File: src/sv/pal_ups_tracker.sv
`timescale 1ns / 1ps

module pal_ups_tracker #(
    parameter int MAX_WIDTH    = 1024,
    parameter int MAX_HEIGHT   = 1024,
    parameter int ADDRESS_BITS = 24
) (
    input  logic                          clk,
    input  logic                          rst_n,
    input  logic                          restart,
    input  logic                          step,
    input  logic [$clog2(MAX_WIDTH):0]    width,
    input  logic [$clog2(MAX_HEIGHT):0]   height,
    input  logic [2:0]                    scale,
    input  logic [15:0]                   row_step,
    input  logic [ADDRESS_BITS-1:0]       base_address,
    output logic [ADDRESS_BITS-1:0]       pixel_address,
    output logic                          frame_end
);

    localparam int CW = $clog2(MAX_WIDTH);
    localparam int RW = $clog2(MAX_HEIGHT);
    localparam int AW = ADDRESS_BITS;

    logic [CW-1:0] col_reg, col_next;
    logic [RW-1:0] row_reg, row_next;
    logic [AW-1:0] row_start_reg, row_start_next;
    logic [AW-1:0] pixel_reg, pixel_next;
    logic          col_last;
    logic          row_last;
    logic [AW-1:0] row_start_adv;

    assign col_last      = ({1'b0, col_reg} + (CW+1)'(1)) >= width;
    assign row_last      = ({1'b0, row_reg} + (RW+1)'(1)) >= height;
    assign row_start_adv = row_start_reg + AW'(row_step);

    // Restart at the frame base, or advance the raster position by one pixel, wrap at row and frame end
    always_comb
    begin
        col_next       = col_reg;
        row_next       = row_reg;
        row_start_next = row_start_reg;
        pixel_next     = pixel_reg;
        if (restart)
        begin
            col_next       = '0;
            row_next       = '0;
            row_start_next = base_address;
            pixel_next     = base_address;
        end
        else if (step)
        begin
            if (!col_last)
            begin
                col_next   = col_reg + CW'(1);
                pixel_next = pixel_reg + AW'(scale);
            end
            else if (!row_last)
            begin
                col_next       = '0;
                row_next       = row_reg + RW'(1);
                row_start_next = row_start_adv;
                pixel_next     = row_start_adv;
            end
            else
            begin
                col_next       = '0;
                row_next       = '0;
                row_start_next = base_address;
                pixel_next     = base_address;
            end
        end
    end

    always_ff @(posedge clk or negedge rst_n)
    begin
        if (!rst_n)
        begin
            col_reg       <= '0;
            row_reg       <= '0;
            row_start_reg <= '0;
            pixel_reg     <= '0;
        end
        else
        begin
            col_reg       <= col_next;
            row_reg       <= row_next;
            row_start_reg <= row_start_next;
            pixel_reg     <= pixel_next;
        end
    end

    assign pixel_address = pixel_reg;
    assign frame_end     = col_last && row_last;

endmodule

File: config.mk
export PLATFORM = sky130hd
export DESIGN_NAME = pal_ups_tracker
export DESIGN_NICKNAME = d
export VERILOG_FILES = /design/src/sv/pal_ups_tracker.sv
export SDC_FILE = /design/constraint.sdc
export NUM_CORES = 1
export LEC_CHECK = 0
export BUFFER_PORTS_ARGS = -buffer_cell sky130_fd_sc_hd__buf_2
export CAP_MARGIN = 0
export CORE_UTILIZATION = 58
export CTS_BUF_LIST = sky130_fd_sc_hd__clkbuf_4 sky130_fd_sc_hd__clkbuf_8 sky130_fd_sc_hd__clkbuf_16
export DETAILED_ROUTE_END_ITERATION = 6
export HOLD_SLACK_MARGIN = 0.15
export PLACE_DENSITY = 0.9
export SYNTH_ARGS = -nofsm -noshare
export SYNTH_HDL_FRONTEND = slang
export SYNTH_SLANG_ARGS = --single-unit
File: constraint.sdc
create_clock -name clk -period 3.79 [get_ports clk]
set_input_delay 0.758 -clock clk [delete_from_list [all_inputs] [get_ports clk]]
set_output_delay 0.758 -clock clk [all_outputs]
set_load 0.02 [all_outputs]
==> flow_summary.html, run 1 <==
<table>
<tr><th>Metric</th><th>Value</th></tr>
<tr><th colspan="2">Run status</th></tr>
<tr><td>Status</td><td>finished, final reports clean</td></tr>
<tr><th colspan="2">Flow run</th></tr>
<tr><td>Total of max-cap violations</td><td>0</td></tr>
<tr><th colspan="2">Drt</th></tr>
<tr><td>Iteration count of the initial detailed-routing pass</td><td>5</td></tr>
<tr><td>Met3 layer wire length in the routed design</td><td>1910 µm</td></tr>
<tr><td>Antenna violation net count after detailed routing</td><td>0</td></tr>
<tr><td>Routed length on met2</td><td>7890 µm</td></tr>
<tr><td>Highest layer used for signal routing</td><td>met4</td></tr>
<tr><td>Via/cell ratio</td><td>6.40</td></tr>
<tr><td>DRT iter0 DRCs</td><td>564</td></tr>
<tr><td>Total length of routed wires</td><td>17,100 µm</td></tr>
<tr><td>Routed length on met1</td><td>6970 µm</td></tr>
<tr><td>Number of remaining DRC errors</td><td>0</td></tr>
<tr><td>Post-detailed-route wirelength per cell</td><td>18.8 µm</td></tr>
<tr><td>Total via count after detailed routing</td><td>5,842</td></tr>
<tr><th colspan="2">Critical path</th></tr>
<tr><td>Internal reg-to-reg setup slack</td><td>190 ps</td></tr>
<tr><td>Crit Path Max Fanout</td><td>4</td></tr>
<tr><td>Setup crit end kind</td><td>primary output</td></tr>
<tr><td>Cells on worst reg2reg path</td><td>15</td></tr>
<tr><td>Critical R2R Launch</td><td>row_reg[0]</td></tr>
<tr><td>Startpoint of the worst setup timing path</td><td>row_reg[0]</td></tr>
<tr><td>Arrival time of data at the critical path endpoint</td><td>2920 ps</td></tr>
<tr><td>Required time of the worst setup path</td><td>3030 ps</td></tr>
<tr><td>Startpoint type of the worst setup path</td><td>flop</td></tr>
<tr><td>Path type of the worst setup path</td><td>flop to primary output</td></tr>
<tr><td>Reg2reg end</td><td>row_reg[6]</td></tr>
<tr><th colspan="2">Pwr</th></tr>
<tr><td>Leakage Power</td><td>3.14 nW</td></tr>
<tr><td>Peak ir drop on the vdd network</td><td>0.171 mV</td></tr>
<tr><td>Power after layout</td><td>2.23 mW</td></tr>
<tr><td>Areal power density over the cells</td><td>344 mW/mm²</td></tr>
<tr><th colspan="2">Die</th></tr>
<tr><td>Horizontal die dimension</td><td>100 µm</td></tr>
<tr><td>Area of the placeable core</td><td>0.00928 mm²</td></tr>
<tr><td>Chip height</td><td>100 µm</td></tr>
<tr><td>I/O pin count</td><td>94</td></tr>
<tr><td>Die area</td><td>0.0100 mm²</td></tr>
<tr><td>Row count</td><td>35</td></tr>
<tr><td>Initial Utilization</td><td>60.1%</td></tr>
<tr><th colspan="2">Yosys</th></tr>
<tr><td>Ys Warns</td><td>0</td></tr>
<tr><td>Compound-Gate Fraction of Synth Area</td><td>28.1%</td></tr>
<tr><td>Post-synth net total</td><td>795</td></tr>
<tr><td>Adder and majority gate portion of the synthesized area</td><td>10.4%</td></tr>
<tr><td>Average cell area after synthesis</td><td>8.20 µm²</td></tr>
<tr><td>Sequential fraction of the synthesis area</td><td>30.5%</td></tr>
<tr><td>Register bit total from synthesis</td><td>68</td></tr>
<tr><td>Multiplexer area fraction after synthesis</td><td>0.919%</td></tr>
<tr><td>Simple-gate portion of the synthesized area</td><td>18.6%</td></tr>
<tr><td>Gate count after technology mapping</td><td>681</td></tr>
<tr><td>Post-synthesis xor/xnor area fraction</td><td>6.75%</td></tr>
<tr><td>Post-Synthesis Cell Area</td><td>0.00558 mm²</td></tr>
<tr><td>Combinational family with the most area after synthesis</td><td>compound AO/OA/AOI/OAI gates</td></tr>
<tr><td>Fraction of registers with async set or reset after synthesis</td><td>100%</td></tr>
<tr><td>Post-synth top flop</td><td>sky130_fd_sc_hd__dfrtp_1</td></tr>
<tr><td>Number of enable flip-flop cells after synthesis</td><td>0</td></tr>
<tr><td>Post-synthesis cell type count</td><td>71</td></tr>
<tr><th colspan="2">Placed design</th></tr>
<tr><td>Weighted congestion at the end of routability-driven global placement</td><td>1.00</td></tr>
<tr><td>Detail Placement HPWL</td><td>13,100 µm</td></tr>
<tr><td># port buffers</td><td>93</td></tr>
<tr><th colspan="2">STA</th></tr>
<tr><td>Worst slew pin tran</td><td>793 ps</td></tr>
<tr><td>Max-slew headroom at the worst pin</td><td>46.9%</td></tr>
<tr><td>Count of endpoints failing hold in the final timing report</td><td>0</td></tr>
<tr><td>Highest attainable clock frequency</td><td>272 MHz</td></tr>
<tr><td>Final Skew</td><td>7.14 ps</td></tr>
<tr><td>Fin crit period</td><td>3670 ps</td></tr>
<tr><td>Setup violators final</td><td>0</td></tr>
<tr><td>Final cycle utilization of the critical path</td><td>96.9%</td></tr>
<tr><td>Final number of max-transition violations</td><td>0</td></tr>
<tr><th colspan="2">Clock tree</th></tr>
<tr><td>H-tree levels</td><td>3</td></tr>
<tr><td>Clock root cell</td><td>sky130_fd_sc_hd__clkbuf_8</td></tr>
<tr><td>TritonCTS buffer count</td><td>9</td></tr>
<tr><td>CTS tree</td><td>built</td></tr>
<tr><td>Insertion delay of the later-clocked pin in the worst-skew pair</td><td>350 ps</td></tr>
<tr><td>Worst-path clk slew</td><td>70 ps</td></tr>
<tr><td>Hold_buf cts</td><td>0</td></tr>
<tr><td>Maximum count of clock buffers along a single path</td><td>2</td></tr>
<tr><td>Number of sinks handled by clock tree synthesis</td><td>68</td></tr>
<tr><th colspan="2">Cells and area</th></tr>
<tr><td>Share of cells above drive strength 1</td><td>20.5%</td></tr>
<tr><td>Final design utilization</td><td>69.7%</td></tr>
<tr><td>ANT cells</td><td>0</td></tr>
<tr><td>Post-synthesis to final-layout area growth</td><td>16.0%</td></tr>
<tr><td>Fill count</td><td>747</td></tr>
<tr><td>Number of nets in the layout</td><td>895</td></tr>
<tr><th colspan="2">GRT</th></tr>
<tr><td>Overall fraction of global-route tracks in use</td><td>35.2%</td></tr>
<tr><td>Number of global-route vias before repair</td><td>5,277</td></tr>
<tr><td>Initial antenna violation count</td><td>0</td></tr>
<tr><td>Largest net degree at the start of global routing</td><td>33</td></tr>
<tr><td>Residual overflow from global routing</td><td>0</td></tr>
<tr><td>First-pass GRT wire length</td><td>27,300 µm</td></tr>
<tr><th colspan="2">Worst hold path</th></tr>
<tr><td>Worst min path class</td><td>primary input to asynchronous set/reset pin</td></tr>
</table>
[cells in the mapped netlist (8+ instances only)]
| master | count | share of area [%] |
|---|---|---|
| sky130_fd_sc_hd__nand3_1 | 25 | 2.2 |
| sky130_fd_sc_hd__inv_1 | 37 | 2.5 |
| sky130_fd_sc_hd__clkbuf_1 | 12 | 0.81 |
| sky130_fd_sc_hd__a21o_1 | 17 | 2.3 |
| sky130_fd_sc_hd__and3_1 | 15 | 1.7 |
| sky130_fd_sc_hd__o211ai_1 | 15 | 2.0 |
| sky130_fd_sc_hd__nand4_1 | 8 | 0.90 |
| sky130_fd_sc_hd__nor2_1 | 58 | 3.9 |
| sky130_fd_sc_hd__buf_2 | 13 | 1.2 |
| sky130_fd_sc_hd__a21oi_1 | 66 | 5.9 |
| sky130_fd_sc_hd__xor2_1 | 24 | 3.8 |
| sky130_fd_sc_hd__nor3_1 | 12 | 1.1 |
| sky130_fd_sc_hd__xnor2_1 | 19 | 3.0 |
| sky130_fd_sc_hd__a22o_1 | 14 | 2.2 |
| sky130_fd_sc_hd__ha_1 | 43 | 9.6 |
| sky130_fd_sc_hd__nand2_1 | 72 | 4.8 |
| sky130_fd_sc_hd__a31oi_1 | 8 | 0.90 |
| sky130_fd_sc_hd__dfrtp_1 | 68 | 30 |
| sky130_fd_sc_hd__o21ai_0 | 40 | 3.6 |
[how the worst max path moves through the flow]
stage / end / slack [ps]
3_5_place_dp: row_reg[6] / 140
2_1_floorplan: frame_end / 280
3_3_place_gp: frame_end / 310
4_1_cts: frame_end / 30
6_report: frame_end / 120
5_1_grt: frame_end / -2
[final cells by class]
class / instances / area (µm²) / area share, %
timing repair buffer: 116 / 638 / 9.86
clock buffer: 11 / 145 / 2.24
inverter: 38 / 143 / 2.20
clock inverter: 3 / 15.0 / 0.232
tap: 129 / 161 / 2.49
sequential: 68 / 1700 / 26.3
multi-input combinational: 548 / 3670 / 56.7
[cell usage in the layout, fill, tap and decap left out, types with 12 or more instances in the layout]
cell type	n
sky130_fd_sc_hd__and3_1	12
sky130_fd_sc_hd__o211ai_1	15
sky130_fd_sc_hd__nand3_1	25
sky130_fd_sc_hd__ha_1	42
sky130_fd_sc_hd__inv_1	37
sky130_fd_sc_hd__dfrtp_1	68
sky130_fd_sc_hd__a21oi_1	65
sky130_fd_sc_hd__nor2_1	57
sky130_fd_sc_hd__nand2_1	72
sky130_fd_sc_hd__xnor2_1	18
sky130_fd_sc_hd__buf_2	93
sky130_fd_sc_hd__nor3_1	12
sky130_fd_sc_hd__a21o_1	17
sky130_fd_sc_hd__a22o_1	14
sky130_fd_sc_hd__buf_4	23
sky130_fd_sc_hd__xor2_1	24
sky130_fd_sc_hd__o21ai_0	40
[what timing repair did]
action                                  in CTS  in global routing
buffers inserted                             3                  1
gates resized for setup                      3                  7
endpoints found under the setup margin       1                  3
[where the power goes]
part / switching, mW / internal [mW] / leakage (nW)
Sequential: 0.0942 / 0.797 / 0.823
Clock: 0.274 / 0.252 / 0.0882
Combinational: 0.494 / 0.314 / 2.23
[critical path: stages, from the launching register on]
cell	delay, ps
sky130_fd_sc_hd__dfrtp_1	390
sky130_fd_sc_hd__ha_2	210
sky130_fd_sc_hd__and3_4	190
sky130_fd_sc_hd__and3_4	190
sky130_fd_sc_hd__and3_4	190
sky130_fd_sc_hd__and3_1	180
sky130_fd_sc_hd__ha_1	210
sky130_fd_sc_hd__or3_4	340
sky130_fd_sc_hd__a221oi_4	230
sky130_fd_sc_hd__o21ai_2	120
sky130_fd_sc_hd__nand2_2	100
sky130_fd_sc_hd__nor2_1	50
sky130_fd_sc_hd__buf_2	160
[per-layer routing]
metal / up-vias / track usage [%]
met5: - / 0
met4: 0 / 11.5
met3: 33 / 6.27
li1: 2694 / -
met2: 396 / 55.0
met1: 2719 / 49.8
[cell families after synthesis]
family,after synthesis
AO/OA/AOI/OAI,234
XOR/XNOR,43
adder cells (fa/ha/maj),45
buffers and inverters,65
flip-flops,68
multiplexers,5
AND/OR/NAND/NOR,221
[stage by stage]
step,hold WS (ps),std cells,setup WS (ps),cell area [µm²],setup TNS (ps)
2_1_floorplan,462,681,277,5580,0
3_3_place_gp,517,895,311,6230,0
3_5_place_dp,527,895,145,6230,0
4_1_cts,294,912,34.4,6420,0
5_1_grt,300,913,-2.19,6470,-2.19
6_report,286,913,116,6470,0
No activity file was read; power rests on OpenSTA's default activity.
==> run 2: changes to the inputs <==
--- a/config.mk
+++ b/config.mk
@@ -7,11 +7,13 @@
 export LEC_CHECK = 0
 export BUFFER_PORTS_ARGS = -buffer_cell sky130_fd_sc_hd__buf_2
 export CAP_MARGIN = 0
+export CORE_MARGIN = 2
 export CORE_UTILIZATION = 58
 export CTS_BUF_LIST = sky130_fd_sc_hd__clkbuf_4 sky130_fd_sc_hd__clkbuf_8 sky130_fd_sc_hd__clkbuf_16
+export CTS_CLUSTER_SIZE = 14
 export DETAILED_ROUTE_END_ITERATION = 6
 export HOLD_SLACK_MARGIN = 0.15
-export PLACE_DENSITY = 0.9
+export PLACE_DENSITY_LB_ADDON = 0.2
 export SYNTH_ARGS = -nofsm -noshare
 export SYNTH_HDL_FRONTEND = slang
 export SYNTH_SLANG_ARGS = --single-unit
==> run 2 against run 1 <==
Worst hold slack improved by 220 ps. Sequential power fell by 0.6%. Clock skew rose by 5.5 ps. Global-route usage fell by 1.3 points. Critical path depth did not move. Cell count rose by 0.99%. Largest cell class unchanged. Core utilization rose by 1.2 points. Flip-flop and latch count did not move. Critical endpoint unchanged. Register-to-register slack barely moved. Cell area rose by 1.8%. Count of clock-buffer cells in the layout fell by 1.
==> flow_summary.html, run 2 (same netlist as run 1, synthesis figures left out) <==
<table>
<tr><th>Metric</th><th>Value</th></tr>
<tr><th colspan="2">Run status</th></tr>
<tr><td>Status</td><td>finished, final reports clean</td></tr>
<tr><th colspan="2">STA</th></tr>
<tr><td>Setup violators final</td><td>0</td></tr>
<tr><td>Total negative slack</td><td>0 ps</td></tr>
<tr><td>Count of endpoints failing hold in the final timing report</td><td>0</td></tr>
<tr><td>Max-slew headroom at the worst pin</td><td>40.5%</td></tr>
<tr><td>Final Skew</td><td>12.7 ps</td></tr>
<tr><td>Setup slack of the critical path after layout</td><td>87.8 ps</td></tr>
<tr><td>Final number of max-transition violations</td><td>0</td></tr>
<tr><td>Highest attainable clock frequency</td><td>270 MHz</td></tr>
<tr><td>Final hold slack</td><td>511 ps</td></tr>
<tr><td>Final cycle utilization of the critical path</td><td>97.7%</td></tr>
<tr><td>Fin crit period</td><td>3700 ps</td></tr>
<tr><td>Worst slew pin tran</td><td>893 ps</td></tr>
<tr><th colspan="2">Clock tree</th></tr>
<tr><td>Clock root cell</td><td>sky130_fd_sc_hd__clkbuf_8</td></tr>
<tr><td>Insertion delay of the later-clocked pin in the worst-skew pair</td><td>360 ps</td></tr>
<tr><td>H-tree levels</td><td>3</td></tr>
<tr><td>Worst-path clk slew</td><td>80 ps</td></tr>
<tr><td>TritonCTS buffer count</td><td>9</td></tr>
<tr><td>Number of sinks handled by clock tree synthesis</td><td>68</td></tr>
<tr><td>Maximum count of clock buffers along a single path</td><td>2</td></tr>
<tr><td>CTS tree</td><td>built</td></tr>
<tr><th colspan="2">Critical path</th></tr>
<tr><td>Slowest stage cell on the critical path</td><td>sky130_fd_sc_hd__dfrtp_1</td></tr>
<tr><td>Series of cell instances along the critical path</td><td>ha_4, and3_4, and3_4, and3_4, xor2_1, ha_2, or3_4, a221oi_4, o21ai_2, nand2_2, nor2_1, buf_4</td></tr>
<tr><td>Critical R2R Launch</td><td>row_reg[0]</td></tr>
<tr><td>Internal reg-to-reg setup slack</td><td>180 ps</td></tr>
<tr><td>Crit Path Max Fanout</td><td>4</td></tr>
<tr><td>Setup crit end kind</td><td>primary output</td></tr>
<tr><td>Critical Path Most Common Cell</td><td>sky130_fd_sc_hd__and3_4</td></tr>
<tr><td>Arrival time of data at the critical path endpoint</td><td>2940 ps</td></tr>
<tr><td>Cells on worst reg2reg path</td><td>16</td></tr>
<tr><td>Startpoint type of the worst setup path</td><td>flop</td></tr>
<tr><td>Required time of the worst setup path</td><td>3030 ps</td></tr>
<tr><td>Path type of the worst setup path</td><td>flop to primary output</td></tr>
<tr><td>Crit path largest cell delay</td><td>420 ps</td></tr>
<tr><td>Reg2reg end</td><td>row_start_reg[22]</td></tr>
<tr><th colspan="2">Drt</th></tr>
<tr><td>Number of remaining DRC errors</td><td>0</td></tr>
<tr><td>Total length of routed wires</td><td>17,400 µm</td></tr>
<tr><td>Post-detailed-route wirelength per cell</td><td>18.8 µm</td></tr>
<tr><td>DRT iter0 DRCs</td><td>514</td></tr>
<tr><td>Total via count after detailed routing</td><td>5,802</td></tr>
<tr><td>Via/cell ratio</td><td>6.29</td></tr>
<tr><td>Antenna violation net count after detailed routing</td><td>0</td></tr>
<tr><td>Iteration count of the initial detailed-routing pass</td><td>5</td></tr>
<tr><th colspan="2">Pwr</th></tr>
<tr><td>Power after layout</td><td>2.30 mW</td></tr>
<tr><td>Cell Int Power</td><td>1.43 mW</td></tr>
<tr><td>Peak ir drop on the vdd network</td><td>0.233 mV</td></tr>
<tr><td>Combinational share of power</td><td>35.4%</td></tr>
<tr><td>Register share of total power</td><td>38.5%</td></tr>
<tr><td>Fraction of power spent switching nets</td><td>38.0%</td></tr>
<tr><td>Power spent charging and discharging nets</td><td>0.875 mW</td></tr>
<tr><td>Leakage Power</td><td>3.18 nW</td></tr>
<tr><td>Clock Power Share</td><td>26.1%</td></tr>
<tr><td>Areal power density over the cells</td><td>350 mW/mm²</td></tr>
<tr><th colspan="2">Die</th></tr>
<tr><td>Row count</td><td>35</td></tr>
<tr><td>Chip height</td><td>102 µm</td></tr>
<tr><td>Die area</td><td>0.0104 mm²</td></tr>
<tr><td>Area of the placeable core</td><td>0.00928 mm²</td></tr>
<tr><td>I/O pin count</td><td>94</td></tr>
<tr><td>Horizontal die dimension</td><td>102 µm</td></tr>
<tr><td>Initial Utilization</td><td>60.1%</td></tr>
<tr><th colspan="2">GRT</th></tr>
<tr><td>Initial antenna violation count</td><td>0</td></tr>
<tr><td>Largest net degree at the start of global routing</td><td>37</td></tr>
<tr><td>Residual overflow from global routing</td><td>0</td></tr>
<tr><td>Overall fraction of global-route tracks in use</td><td>33.9%</td></tr>
<tr><td>Number of global-route vias before repair</td><td>5,301</td></tr>
<tr><td>First-pass GRT wire length</td><td>27,300 µm</td></tr>
<tr><th colspan="2">Cells and area</th></tr>
<tr><td>Post-synthesis to final-layout area growth</td><td>18.0%</td></tr>
<tr><td>Final design utilization</td><td>71.0%</td></tr>
<tr><td>Share of cells above drive strength 1</td><td>21.8%</td></tr>
<tr><td>Final Non-Filler Cells</td><td>922</td></tr>
<tr><td>Most common cell after layout, fill and taps aside</td><td>sky130_fd_sc_hd__buf_2</td></tr>
<tr><td>Commonest cells after routing, fill and taps aside</td><td>sky130_fd_sc_hd__buf_2, sky130_fd_sc_hd__nand2_1, sky130_fd_sc_hd__dfrtp_1, sky130_fd_sc_hd__a21oi_1, sky130_fd_sc_hd__nor2_1</td></tr>
<tr><td>Fin area</td><td>0.00659 mm²</td></tr>
<tr><td>ANT cells</td><td>0</td></tr>
<tr><td>Number of nets in the layout</td><td>903</td></tr>
<tr><th colspan="2">Placed design</th></tr>
<tr><td>Inst Count DP</td><td>899</td></tr>
<tr><td>Weighted congestion at the end of routability-driven global placement</td><td>0.940</td></tr>
<tr><td># port buffers</td><td>93</td></tr>
<tr><td>Placed Area</td><td>0.00627 mm²</td></tr>
<tr><td>Worst-case setup slack after placement</td><td>112 ps</td></tr>
<tr><td>Detail Placement HPWL</td><td>13,200 µm</td></tr>
<tr><th colspan="2">Worst hold path</th></tr>
<tr><td>Worst min path class</td><td>primary input to asynchronous set/reset pin</td></tr>
<tr><th colspan="2">Flow run</th></tr>
<tr><td>Total of max-cap violations</td><td>0</td></tr>
</table>
[run 2: how the worst max path moves through the flow]
stage                          start                to  slack, ps  depth (start not counted)
after detailed placement  row_reg[1]  pixel_address[7]        110                         14
final                     row_reg[0]         frame_end         90                         12
after floorplan           row_reg[0]         frame_end        280                         12
after global placement    row_reg[1]         frame_end        260                         12
after global routing      row_reg[1]         frame_end        -20                         15
after CTS                 row_reg[0]         frame_end          1                         12
[run 2: timing repair]
item,in CTS,in global routing
setup endpoints to repair,1,1
resized for setup,4,11
pin swaps,1,3
endpoints found under the hold margin,0,0
setup buffers,2,6
hold buffers,0,0
[run 2: worst max-delay path, delay by kind of cell, from the launching register on]
family,cells,cell delay (ps)
AO/OA/AOI/OAI,2,370
AND/OR/NAND/NOR,6,1120
flip-flops,1,420
buffers and inverters,1,160
XOR/XNOR,1,140
adder cells (fa/ha/maj),2,370
[run 2: routing by layer]
| layer | GRT usage (%) | share of wire [%] |
|---|---|---|
| met1 | 50.4 | 42 |
| met4 | 9.13 | 1.4 |
| met3 | 7.52 | 11 |
| met5 | 0 | 0 |
| met2 | 50.0 | 45 |
[run 2: area by class of cell]
type,instances,area [µm²]
Clock buffer,10,138
Clock inverter,5,52.6
Fill cell,749,2700
Inverter,38,143
Multi-Input combinational cell,548,3680
Sequential cell,68,1700
Tap cell,129,161
Timing Repair Buffer,124,713
[run 2: power groups by stage]
stage / Combinational, mW / Sequential [mW] / Clock, mW
2_1_floorplan: 0.501 / 0.909 / 0
3_3_place_gp: 0.765 / 0.888 / 0
3_5_place_dp: 0.789 / 0.894 / 0
4_1_cts: 0.795 / 0.880 / 0.610
5_1_grt: 0.890 / 0.892 / 0.643
6_report: 0.816 / 0.886 / 0.601
