<file path="src/sv/pal_ups_pkg.sv">
`timescale 1ns / 1ps

package pal_ups_pkg;

    // Configuration register indexes
    localparam logic [2:0] REG_SURFACE_WIDTH  = 3'd0;
    localparam logic [2:0] REG_SURFACE_HEIGHT = 3'd1;
    localparam logic [2:0] REG_SCALE_FACTOR   = 3'd2;
    localparam logic [2:0] REG_LINE_STRIDE    = 3'd3;
    localparam logic [2:0] REG_FRAME_BASE     = 3'd4;

    // Input commands
    localparam logic CMD_PIXEL         = 1'b0;
    localparam logic CMD_PALETTE_WRITE = 1'b1;

    localparam int COLOR_BITS = 24;

    // Reset values of the configuration registers
    localparam logic [10:0] RST_SURFACE_WIDTH  = 11'd320;
    localparam logic [10:0] RST_SURFACE_HEIGHT = 11'd200;
    localparam logic [2:0]  RST_SCALE_FACTOR   = 3'd1;
    localparam logic [12:0] RST_LINE_STRIDE    = 13'd1024;
    localparam logic [23:0] RST_FRAME_BASE     = 24'd0;

    typedef struct packed {
        logic [10:0] surface_width;
        logic [10:0] surface_height;
        logic [2:0]  scale_factor;
        logic [12:0] line_stride;
        logic [23:0] frame_base_address;
    } cfg_t;

endpackage

</file>
<file path="src/sv/pal_ups_emitter.sv">
`timescale 1ns / 1ps

module pal_ups_emitter #(
    parameter int ADDRESS_BITS = 24
) (
    input  logic                                  clk,
    input  logic                                  rst_n,
    input  logic                                  take,
    input  logic [ADDRESS_BITS-1:0]               take_address,
    input  logic                                  take_frame_end,
    input  logic                                  take_no_entry,
    input  logic [pal_ups_pkg::COLOR_BITS-1:0]    rd_data,
    input  logic [2:0]                            scale,
    input  logic [12:0]                           stride,
    output logic                                  ready,
    output logic                                  out_valid,
    input  logic                                  out_stall,
    output logic [23:0]                           word_address,
    output logic [pal_ups_pkg::COLOR_BITS-1:0]    pixel_color,
    output logic                                  last_of_block,
    output logic                                  end_of_frame
);

    localparam int AW = ADDRESS_BITS;

    // Lookup stage: waits for palette read data
    logic          a_valid_reg;
    logic [AW-1:0] a_addr_reg;
    logic          a_fe_reg;
    logic          a_no_entry_reg;

    // Block walker
    logic                                job_valid_reg;
    logic [AW-1:0]                       job_row_reg;
    logic [2:0]                          job_dx_reg;
    logic [2:0]                          job_dy_reg;
    logic [pal_ups_pkg::COLOR_BITS-1:0]  job_color_reg;
    logic                                job_fe_reg;

    // Output register
    logic                                out_valid_reg;
    logic [23:0]                         out_addr_reg;
    logic [pal_ups_pkg::COLOR_BITS-1:0]  out_color_reg;
    logic                                out_last_reg;
    logic                                out_eof_reg;

    logic          emit;
    logic          dx_last;
    logic          dy_last;
    logic          job_done;
    logic          job_free;
    logic          a_adv;
    logic [AW-1:0] beat_addr;
    logic [AW+23:0] beat_ext;

    assign emit      = job_valid_reg && (!out_valid_reg || !out_stall);
    assign dx_last   = job_dx_reg == (scale - 3'd1);
    assign dy_last   = job_dy_reg == (scale - 3'd1);
    assign job_done  = emit && dx_last && dy_last;
    assign job_free  = !job_valid_reg || job_done;
    assign a_adv     = a_valid_reg && job_free;
    assign ready     = !a_valid_reg || a_adv;
    assign beat_addr = job_row_reg + AW'(job_dx_reg);
    assign beat_ext  = {24'd0, beat_addr};

    // Hold a pixel until its color is read and the walker is free
    always_ff @(posedge clk or negedge rst_n)
    begin
        if (!rst_n)
        begin
            a_valid_reg <= 1'b0;
        end
        else if (take)
        begin
            a_valid_reg <= 1'b1;
        end
        else if (a_adv)
        begin
            a_valid_reg <= 1'b0;
        end
    end

    always_ff @(posedge clk)
    begin
        if (take)
        begin
            a_addr_reg     <= take_address;
            a_fe_reg       <= take_frame_end;
            a_no_entry_reg <= take_no_entry;
        end
    end

    // Walk the block: sub-column inner, sub-row outer
    always_ff @(posedge clk or negedge rst_n)
    begin
        if (!rst_n)
        begin
            job_valid_reg <= 1'b0;
            job_dx_reg    <= '0;
            job_dy_reg    <= '0;
        end
        else if (a_adv)
        begin
            job_valid_reg <= 1'b1;
            job_dx_reg    <= '0;
            job_dy_reg    <= '0;
        end
        else if (job_done)
        begin
            job_valid_reg <= 1'b0;
        end
        else if (emit)
        begin
            if (dx_last)
            begin
                job_dx_reg <= '0;
                job_dy_reg <= job_dy_reg + 3'd1;
            end
            else
            begin
                job_dx_reg <= job_dx_reg + 3'd1;
            end
        end
    end

    always_ff @(posedge clk)
    begin
        if (a_adv)
        begin
            job_row_reg   <= a_addr_reg;
            job_color_reg <= a_no_entry_reg ? '0 : rd_data;
            job_fe_reg    <= a_fe_reg;
        end
        else if (emit && dx_last)
        begin
            job_row_reg <= job_row_reg + AW'(stride);
        end
    end

    // Load a beat into the output register, drop it once taken
    always_ff @(posedge clk or negedge rst_n)
    begin
        if (!rst_n)
        begin
            out_valid_reg <= 1'b0;
        end
        else if (emit)
        begin
            out_valid_reg <= 1'b1;
        end
        else if (!out_stall)
        begin
            out_valid_reg <= 1'b0;
        end
    end

    always_ff @(posedge clk)
    begin
        if (emit)
        begin
            out_addr_reg  <= beat_ext[23:0];
            out_color_reg <= job_color_reg;
            out_last_reg  <= dx_last && dy_last;
            out_eof_reg   <= dx_last && dy_last && job_fe_reg;
        end
    end

    assign out_valid     = out_valid_reg;
    assign word_address  = out_addr_reg;
    assign pixel_color   = out_color_reg;
    assign last_of_block = out_last_reg;
    assign end_of_frame  = out_eof_reg;

endmodule

</file>
<file path="config.mk">
export PLATFORM = sky130hd
export DESIGN_NAME = pal_ups_emitter
export DESIGN_NICKNAME = d
export VERILOG_FILES = /design/src/sv/pal_ups_pkg.sv /design/src/sv/pal_ups_emitter.sv
export SDC_FILE = /design/constraint.sdc
export NUM_CORES = 1
export LEC_CHECK = 0
export BUFFER_PORTS_ARGS = -buffer_cell sky130_fd_sc_hd__buf_2
export CORE_ASPECT_RATIO = 1.75
export CORE_UTILIZATION = 39
export CTS_BUF_LIST = sky130_fd_sc_hd__clkbuf_8 sky130_fd_sc_hd__clkbuf_16
export DETAILED_ROUTE_END_ITERATION = 7
export PLACE_DENSITY_LB_ADDON = 0.08
export SLEW_MARGIN = 10
export SYNTH_ARGS = -nofsm -noshare
export SYNTH_HDL_FRONTEND = slang
export SYNTH_SLANG_ARGS = --single-unit
</file>
<file path="constraint.sdc">
create_clock -name clk -period 3.4 [get_ports clk]
set_input_delay 0 -clock clk [delete_from_list [all_inputs] [get_ports clk]]
set_output_delay 0 -clock clk [all_outputs]
set_load 0.02 [all_outputs]
</file>
==> results of run 1 <==
-- worst max-delay path by stage --
stage	start	to	depth (start not counted)
floorplan	out_valid$_DFFE_PN0P_	job_row_reg[0]$_DFFE_PP_	3
global placement	job_dx_reg[2]$_DFFE_PN0P_	job_row_reg[4]$_DFFE_PP_	7
detailed placement	job_dx_reg[2]$_DFFE_PN0P_	job_row_reg[4]$_DFFE_PP_	7
CTS	job_dx_reg[2]$_DFFE_PN0P_	job_row_reg[4]$_DFFE_PP_	7
global route	job_dx_reg[2]$_DFFE_PN0P_	job_row_reg[4]$_DFFE_PP_	7
finish	job_dx_reg[2]$_DFFE_PN0P_	job_row_reg[4]$_DFFE_PP_	7
-- power breakdown --
group	internal, uW	total [uW]	switching (uW)
Combinational	425	978	553
Sequential	2050	2190	137
Clock	1230	1940	707
Total	3710	5100	1400
-- routing by layer --
metal	up-vias	part of all wire
li1	2042	-
met1	1960	0.41
met2	121	0.54
met3	26	0.031
met4	0	0.025
met5	-	0
-- synth_stat cells (5+ instances only) --
cell	n
a31oi_1	7
nand3_1	9
o21ai_0	16
or3_1	5
nand2_1	44
a21o_1	6
nor2b_1	26
nand4_1	7
a21oi_1	18
nor3_1	6
buf_2	5
dfrtp_1	9
inv_1	12
xnor2_1	19
ha_1	19
nor2_1	32
edfxtp_1	125
xor2_1	20
-- critical path, cell delays in order (launching register included) --
cell and delay [ns]:
dfrtp_1 0.43, xnor3_1 0.46, nand4_4 0.14, o21ai_4 0.23, nand2_4 0.20, inv_4 0.53
a211oi_1 0.09, a21o_1 0.17
-- final cells by class --
class | count | area [sq um] | share of cell area
Clock buffer | 17 | 425 | 0.0528
Clock inverter | 15 | 201 | 0.0250
Inverter | 13 | 51.3 | 0.00636
Multi-Input combinational cell | 294 | 2010 | 0.250
Sequential cell | 134 | 3980 | 0.494
Tap cell | 186 | 233 | 0.0289
Timing Repair Buffer | 177 | 1160 | 0.144
-- metrics by stage --
step | setup WS, ns | instance area (sq um)
finish | 0.898 | 8060
global route | 0.678 | 8060
CTS | 0.868 | 8060
detailed placement | 0.881 | 6900
global placement | 0.955 | 6900
floorplan | 0.656 | 6110
-- placed cells by master (no fill, tap or decap), types with 5 or more instances in the layout --
master	netlist	routed
a21o_1	6	6
a21oi_1	18	18
a31oi_1	7	7
buf_2	5	121
clkbuf_16	0	17
dfrtp_1	9	9
dlygate4sd3_1	0	53
edfxtp_1	125	125
ha_1	19	19
inv_1	12	13
nand2_1	44	44
nand3_1	9	9
nand4_1	7	7
nor2_1	32	32
nor2b_1	26	26
nor3_1	6	6
o21ai_0	16	16
or3_1	5	5
xnor2_1	19	19
xor2_1	20	20
-- cell families after synthesis --
family | after synthesis | share of synthesized area
AOI/OAI and AO/OA | 80 | 0.0901
xor gates and xnor gates | 41 | 0.0633
adders and majority gates | 21 | 0.0455
buffers and inverters | 24 | 0.0195
DFF | 134 | 0.651
muxes | 4 | 0.00655
and+or+nand+nor | 148 | 0.124
==> key figures, run 1 <==
Clocking
  – Post-CTS Hold Fix Bufs: 53
  – CTS tree: yes
  – CTS Buf Count: 17
  – # Post-CTS Setup Buffers: 0
  – Sink Count: 134
  – Clock tree buffer depth: 2
  – Clk_lat worst skew: 0.41 ns
  – Post_cts resized: 0
  – Register clock-pin slew on the reported worst setup and hold paths: 0.06 ns
  – H-tree levels: 4
  – Root buffer cell: clkbuf_16

Power and ir drop
  – Overall Power: 5100 uW
  – Max VDD drop: 324 uV
  – Power per cell area: 633 mW/mm^2
  – Leakage: 0.00319 uW

GRT
  – First-pass GRT wire length: 21100 um
  – GR Util met2: 0.309
  – Initial antenna violation count: 0
  – Top Usage Layer GRT: met2
  – Overall Global Routing Usage: 0.168
  – GR Util met1: 0.181
  – Largest net degree at the start of global routing: 57
  – Gr ovfl total: 0
  – M3 GR Usage: 0.0413
  – Vias in the first global route: 4386

Floorplanning
  – DIE WIDTH: 96.6 um
  – Die Y: 168 um
  – Row count: 60
  – Die footprint: 0.0162 sq mm
  – Ports: 122
  – CORE AREA: 0.0153 sq mm
  – Initial Util: 0.399

Drt
  – Via count: 4149
  – Routed Antenna Nets: 0
  – Drt wl/cell: 15.5 um
  – DRT Pass-1 Iters: 4
  – Number of remaining DRC errors: 0
  – 1st-iter DRT viols: 119
  – Drt total wl: 13000 um
  – Via density: 4.96

Min path
  – Hold_sp: stride[0]
  – WHS Path Cells: 4
  – Endpoint, Worst Hold: job_row_reg[0]$_DFFE_PP_
  – Worst min-delay path class: in2reg

Logic synthesis
  – Largest cells by area after synthesis: edfxtp_1 61%, ha_1 3.9%, dfrtp_1 3.7%, xor2_1 2.9%, xnor2_1 2.7%
  – Syn nets: 543
  – Post-Syn Area per Cell: 13.5 sq um
  – Seq cells post-synth: 134
  – Register area share after synthesis: 0.651
  – Synth async-reset ratio: 0.0672
  – Yosys Warn Count: 0
  – Top_reg_cell synth: edfxtp_1
  – Synthesized area: 0.00611 sq mm
  – Number of synthesized flops with an enable pin: 125
  – Mapped Cells: 452
  – Top-area cell type share of the netlist area: 0.614
  – Yosys cell types: 60
  – Synth area leader: edfxtp_1

STA
  – RSZ-0062 raised after global routing: no
  – Worst Hold Margin: 0.0733 ns
  – Final Hold Fails: 0
  – # setup viols final: 0
  – Least-Margin Pin Slew: 0.756 ns
  – Final slew viol count: 0
  – Max_slew headroom: 0.496
  – Setup_tns: 0 ns
  – Final period util: 0.736
  – Max frequency: 0.400 GHz
  – Period minus WS final: 2.50 ns
  – Final setup skew: 0.0112 ns

Setup path
  – Worst r2r path cells: 7
  – Reg-to-reg critical path startpoint: job_dx_reg[2]$_DFFE_PN0P_
  – Crit path DAT: 2.67 ns
  – Critical Path RT: 3.57 ns
  – Critical Path Source Type: flop
  – Setup CP Type: reg2reg
  – CP endpoint kind: flop
  – R2R Setup Slk: 0.90 ns
  – Crit-path max FO: 56
  – Reg2reg end: job_row_reg[4]$_DFFE_PP_

Final layout
  – Fin nets: 728
  – Fillers: 1372
  – Fin cells: 836
  – # diodes: 0
  – Layout cells sized above 1: 0.265
  – Area grow syn2layout: 31.9%
  – Post-Route Utilization: 0.526

Placed design
  – Dpl hpwl: 9000 um
  – GPL Wtd Cong: 0.862
  – Dpl cells: 751
  – # port buffers: 121

Run
  – Max Cap Viol: 0

Outcome
  – Status: finished clean
No activity file was read; power rests on OpenSTA's default activity.
==> inputs of run 2 (changes only) <==
Clock period 3.4 ns to 2.4 ns, I/O delays scaled along.
==> run 2 against run 1 <==
Net effect:
- design area grew 1.8%
- core utilization increased by 0.97 points
- largest power group unchanged
- worst hold slack worse by 0.056 ns
- clock-buffer cell count is the same
- non-clock buffer count up 13
- clock skew about the same
- final cell count rose by 1.6%
- first-iteration DRC count increased by 31%
- register-to-register slack got worse by 0.80 ns
- worst setup slack got worse by 0.80 ns
- sequential power is 42% higher
==> key figures, run 2 (synthesis results as in run 1) <==
Outcome
  – Status: finished clean

STA
  – Final slew viol count: 0
  – Final period util: 0.961
  – # setup viols final: 0
  – Final Hold Fails: 0
  – Period minus WS final: 2.31 ns
  – Max frequency: 0.434 GHz
  – Max_slew headroom: 0.506
  – RSZ-0062 raised after global routing: yes
  – Final setup skew: 0.0110 ns
  – Least-Margin Pin Slew: 0.742 ns
  – Setup ws final: 0.0934 ns

Floorplanning
  – Row count: 60
  – CORE AREA: 0.0153 sq mm
  – Ports: 122
  – Die footprint: 0.0162 sq mm
  – DIE WIDTH: 96.6 um
  – Die Y: 168 um
  – Initial Util: 0.399

Setup path
  – R2R Setup Slk: 0.09 ns
  – Crit path DAT: 2.56 ns
  – CP max-delay cell: or3_1
  – Capture point of the worst path: job_row_reg[22]$_DFFE_PP_
  – Top Family by Delay on Critical Path: compound AO/OA/AOI/OAI gates
  – Reg-to-reg critical path startpoint: job_row_reg[0]$_DFFE_PP_
  – Buf/Inv on CP: 1
  – Setup CP Type: reg2reg
  – CP Launch Point: job_row_reg[0]$_DFFE_PP_
  – Critical Path RT: 2.66 ns
  – Reg2reg end: job_row_reg[22]$_DFFE_PP_
  – Crit-path max FO: 5
  – CP endpoint kind: flop
  – CP Depth: 9
  – Critical Path Source Type: flop
  – Crit-path max cell delay: 0.36 ns
  – Worst r2r path cells: 9
  – Crit path cell chain: ha_2 > inv_1 > fa_2 > nor2b_2 > o31a_1 > o21a_1 > a21oi_2 > or3_1 > a31oi_1

Final layout
  – # diodes: 0
  – Area grow syn2layout: 34.4%
  – Fillers: 1339
  – Layout cells sized above 1: 0.294
  – Fin nets: 741
  – Commonest non-fill, non-tap cells in the layout: 125 x edfxtp_1, 121 x buf_2, 53 x dlygate4sd3_1, 43 x nand2_1, 31 x nor2_1
  – Most common cell after layout, fill and taps aside: edfxtp_1

Clocking
  – CTS tree: yes
  – Sink Count: 134
  – Clock tree buffer depth: 2
  – Root buffer cell: clkbuf_16
  – Register clock-pin slew on the reported worst setup and hold paths: 0.07 ns
  – Clk_lat worst skew: 0.41 ns
  – H-tree levels: 4
  – CTS Buf Count: 17

GRT
  – Overall Global Routing Usage: 0.171
  – Gr ovfl total: 0
  – First-pass GRT wire length: 21500 um
  – Largest net degree at the start of global routing: 38
  – Initial antenna violation count: 0
  – Vias in the first global route: 4405

Drt
  – Via count: 4213
  – Drt wl/cell: 15.7 um
  – Via density: 4.96
  – Number of remaining DRC errors: 0
  – Drt total wl: 13300 um
  – Routed Antenna Nets: 0
  – 1st-iter DRT viols: 156
  – DRT Pass-1 Iters: 4

Placed design
  – Setup Slack @ Placement: -0.0541 ns
  – Dpl hpwl: 9530 um
  – # port buffers: 121
  – GPL Wtd Cong: 0.820

Min path
  – WHS Path Cells: 4
  – Worst min-delay path class: in2reg

Power and ir drop
  – Overall Power: 7350 uW
  – Int Power: 5240 uW
  – Leakage: 0.00326 uW
  – Clock power share: 0.381
  – Sw Pwr: 2110 uW
  – Max VDD drop: 511 uV
  – Comb power frac: 0.196
  – Sequential power share: 0.422
  – Sw Ratio: 0.287
  – Power per cell area: 895 mW/mm^2

Run
  – Max Cap Viol: 0
==> run 2: how the worst min path moves through the flow <==
stage	startpoint	end	slack, ns
finish	stride[0]	job_row_reg[0]$_DFFE_PP_	0.02
global route	stride[0]	job_row_reg[0]$_DFFE_PP_	0.03
CTS	stride[0]	job_row_reg[0]$_DFFE_PP_	0.002
detailed placement	rst_n	job_dx_reg[2]$_DFFE_PN0P_	-0.13
global placement	rst_n	job_dx_reg[2]$_DFFE_PN0P_	-0.13
floorplan	rst_n	a_valid_reg$_DFFE_PN0P_	-0.30
==> run 2: final cells by class <==
cell class                 count  area [sq um]  area share
sequential                   134          3980       0.485
multi-input combinational    294          2040       0.249
tap                          186           233      0.0283
clock buffer                  17           425      0.0518
timing repair buffer         190          1270       0.155
inverter                      13          51.3     0.00625
clock inverter                15           210      0.0256
==> run 2: what timing repair did <==
item                                    in CTS  in global routing
endpoints found under the hold margin       60                  0
cloned                                       0                  0
pin swaps                                    3                  4
setup buffers                                2                  1
resized for setup                            3                  5
hold buffers                                53                  0
endpoints found under the setup margin       2                 10
==> run 2: tightest hold or removal path: stages <==
cell,delay (ns)
buf_2,0.08
ha_2,0.15
nand2_1,0.05
nand2_1,0.05
==> run 2: power groups by stage <==
stage | sequential [uW] | combinational (uW) | clock (uW)
after floorplan | 3190 | 877 | 0
after global placement | 3140 | 1330 | 0
after detailed placement | 3150 | 1350 | 0
after CTS | 3100 | 1440 | 2860
after global routing | 3130 | 1600 | 2970
final | 3100 | 1440 | 2800
==> run 2: stage by stage <==
stage | instance area [sq um] | util | cells | setup TNS [ns] | hold WS, ns
final | 8210 | 0.536 | 849 | 0 | 0.0169
after global routing | 8210 | 0.536 | 849 | -0.159 | 0.0278
after detailed placement | 6990 | 0.457 | 761 | -0.0997 | -0.129
after floorplan | 6120 | - | 452 | -9.90 | -0.296
after global placement | 6990 | 0.457 | 761 | 0 | -0.130
after CTS | 8180 | 0.534 | 848 | 0 | 0.00164
==> run 2: metal layers <==
metal	up-vias	share of wire	wire [um]	global-route usage
met5	-	0	0	0
met4	0	0.016	213	0.0662
met3	11	0.038	513	0.0413
met2	130	0.55	7370	0.318
met1	2004	0.39	5250	0.184
li1	2068	-	-	-
==> inputs of run 3 (changes only) <==
Settings changed: BUFFER_PORTS_ARGS -buffer_cell sky130_fd_sc_hd__buf_2 to -buffer_cell sky130_fd_sc_hd__clkbuf_2.
==> run 3 against run 2 <==
Net effect:
- register-to-register slack barely moved
- maximum frequency barely moved
- non-clock buffer count did not move
- clock power fell by 8.6%
- core utilization fell by 0.11 points
- final cell count did not move
- critical endpoint unchanged
==> key figures, run 3 (synthesis results as in run 1) <==
STA
  – Period minus WS final: 2.31 ns
  – Worst Hold Margin: 0.112 ns
  – Setup_tns: 0 ns
  – Max_slew headroom: 0.504
  – Least-Margin Pin Slew: 0.744 ns
  – RSZ-0062 raised after global routing: yes
  – Final slew viol count: 0
  – Setup ws final: 0.0946 ns
  – Final Hold Fails: 0
  – # setup viols final: 0
  – Final period util: 0.961
  – Max frequency: 0.434 GHz
  – Final setup skew: 0.00897 ns

Setup path
  – CP max-delay cell: fa_2
  – Crit-path max FO: 5
  – Top Family by Delay on Critical Path: compound AO/OA/AOI/OAI gates
  – Worst r2r path cells: 9
  – Crit path cell chain: ha_2 > inv_2 > fa_2 > nor2b_2 > o31a_1 > o21a_1 > a21oi_2 > or3_1 > a31oi_1
  – Reg-to-reg critical path startpoint: job_row_reg[0]$_DFFE_PP_
  – Crit path DAT: 2.57 ns
  – Crit-path max cell delay: 0.37 ns
  – Buf/Inv on CP: 1
  – Setup CP Type: reg2reg
  – Critical Path Source Type: flop
  – CP endpoint kind: flop
  – R2R Setup Slk: 0.09 ns
  – Reg2reg end: job_row_reg[22]$_DFFE_PP_
  – Critical Path RT: 2.66 ns

Clocking
  – Sink Count: 134
  – H-tree levels: 4
  – Register clock-pin slew on the reported worst setup and hold paths: 0.07 ns
  – Clk_lat worst skew: 0.42 ns
  – Root buffer cell: clkbuf_16
  – Clock tree buffer depth: 2
  – CTS Buf Count: 17
  – CTS tree: yes

Floorplanning
  – Die footprint: 0.0162 sq mm
  – Initial Util: 0.399
  – DIE WIDTH: 96.6 um
  – CORE AREA: 0.0153 sq mm
  – Ports: 122
  – Row count: 60
  – Die Y: 168 um

Outcome
  – Status: finished clean

Power and ir drop
  – Max VDD drop: 528 uV
  – Power per cell area: 868 mW/mm^2
  – Leakage: 0.00326 uW
  – Overall Power: 7110 uW

Final layout
  – Area grow syn2layout: 34.1%
  – Design area: 0.00819 sq mm
  – # diodes: 0
  – Fin nets: 741
  – Commonest non-fill, non-tap cells in the layout: 125 x edfxtp_1, 121 x clkbuf_2, 54 x dlygate4sd3_1, 43 x nand2_1, 31 x nor2_1
  – Most common cell after layout, fill and taps aside: edfxtp_1
  – Layout cells sized above 1: 0.299

Drt
  – Number of remaining DRC errors: 0
  – Drt total wl: 13200 um
  – Via density: 4.94
  – Drt wl/cell: 15.5 um
  – 1st-iter DRT viols: 149
  – DRT Pass-1 Iters: 4
  – Via count: 4194
  – Routed Antenna Nets: 0

Run
  – Max Cap Viol: 0

GRT
  – Gr ovfl total: 0
  – First-pass GRT wire length: 21500 um
  – Overall Global Routing Usage: 0.172
  – Largest net degree at the start of global routing: 38
  – Initial antenna violation count: 0
  – Vias in the first global route: 4289

Min path
  – Hold_sp: scale[0]
  – Worst min-delay path class: in2reg
  – Endpoint, Worst Hold: job_valid_reg$_DFFE_PN0P_
  – WHS Path Cells: 5

Placed design
  – # port buffers: 121
  – Dpl cell area: 0.00699 sq mm
  – Dpl hpwl: 9520 um
  – GPL Wtd Cong: 0.814
  – Setup Slack @ Placement: -0.0205 ns
run 3: cell types whose count changed in the layout (fill, tap and decap cells not counted), moves of 2 or more:
cell       previous run  this run
clkinv_4              0         2
buf_2               121         0
clkbuf_2              0       121
ha_1                 17        15
bufinv_16             3         1
run 3: layer usage:
layer  GRT usage  part of all wire
met5           0                 0
met4      0.0623            0.0088
met3      0.0434             0.036
met2       0.320              0.56
met1       0.187              0.40
run 3: area by class of cell:
cell class	count	area, sq um
sequential	134	3980
tap	186	233
inverter	13	51.3
multi-input combinational	294	2070
timing repair buffer	190	1270
fill	1341	7120
clock inverter	15	161
clock buffer	17	425
run 3: power breakdown:
group / switching (uW) / internal (uW)
Clock: 1090 / 1470
Combinational: 799 / 647
Sequential: 202 / 2900
Total: 2090 / 5020
run 3: worst max-delay path by stage:
stage                                   from                         to  cells past startpoint
floorplan              out_valid$_DFFE_PN0P_   job_row_reg[1]$_DFFE_PP_                      7
global placement    job_row_reg[0]$_DFFE_PP_  job_row_reg[22]$_DFFE_PP_                      9
detailed placement  job_row_reg[0]$_DFFE_PP_  job_row_reg[22]$_DFFE_PP_                      9
CTS                 job_row_reg[9]$_DFFE_PP_  job_row_reg[12]$_DFFE_PP_                      7
global route        job_row_reg[0]$_DFFE_PP_  job_row_reg[22]$_DFFE_PP_                      9
finish              job_row_reg[0]$_DFFE_PP_  job_row_reg[22]$_DFFE_PP_                      9
run 3: what timing repair did:
| action | 4_1_cts | 5_1_grt |
|---|---|---|
| setup endpoints to repair | 3 | 14 |
| gates resized for setup | 2 | 12 |
| hold endpoints to repair | 61 | 0 |
| setup buffers | 2 | 0 |
| pin swaps | 2 | 12 |
| hold buffers | 54 | 0 |
run 3: worst reg2reg max path: cells and delay by family (launching register included):
kind | cells | cell delay (ns)
AO/OA/AOI/OAI | 4 | 0.72
adder cells (fa/ha/maj) | 2 | 0.59
AND/OR/NAND/NOR | 2 | 0.46
flip-flops | 1 | 0.35
buffers and inverters | 1 | 0.05
run 3: through the flow:
| stage | util | cells |
|---|---|---|
| after floorplan | - | 452 |
| after CTS | 0.532 | 849 |
| after global placement | 0.457 | 761 |
| after detailed placement | 0.457 | 761 |
| final | 0.535 | 849 |
| after global routing | 0.535 | 849 |
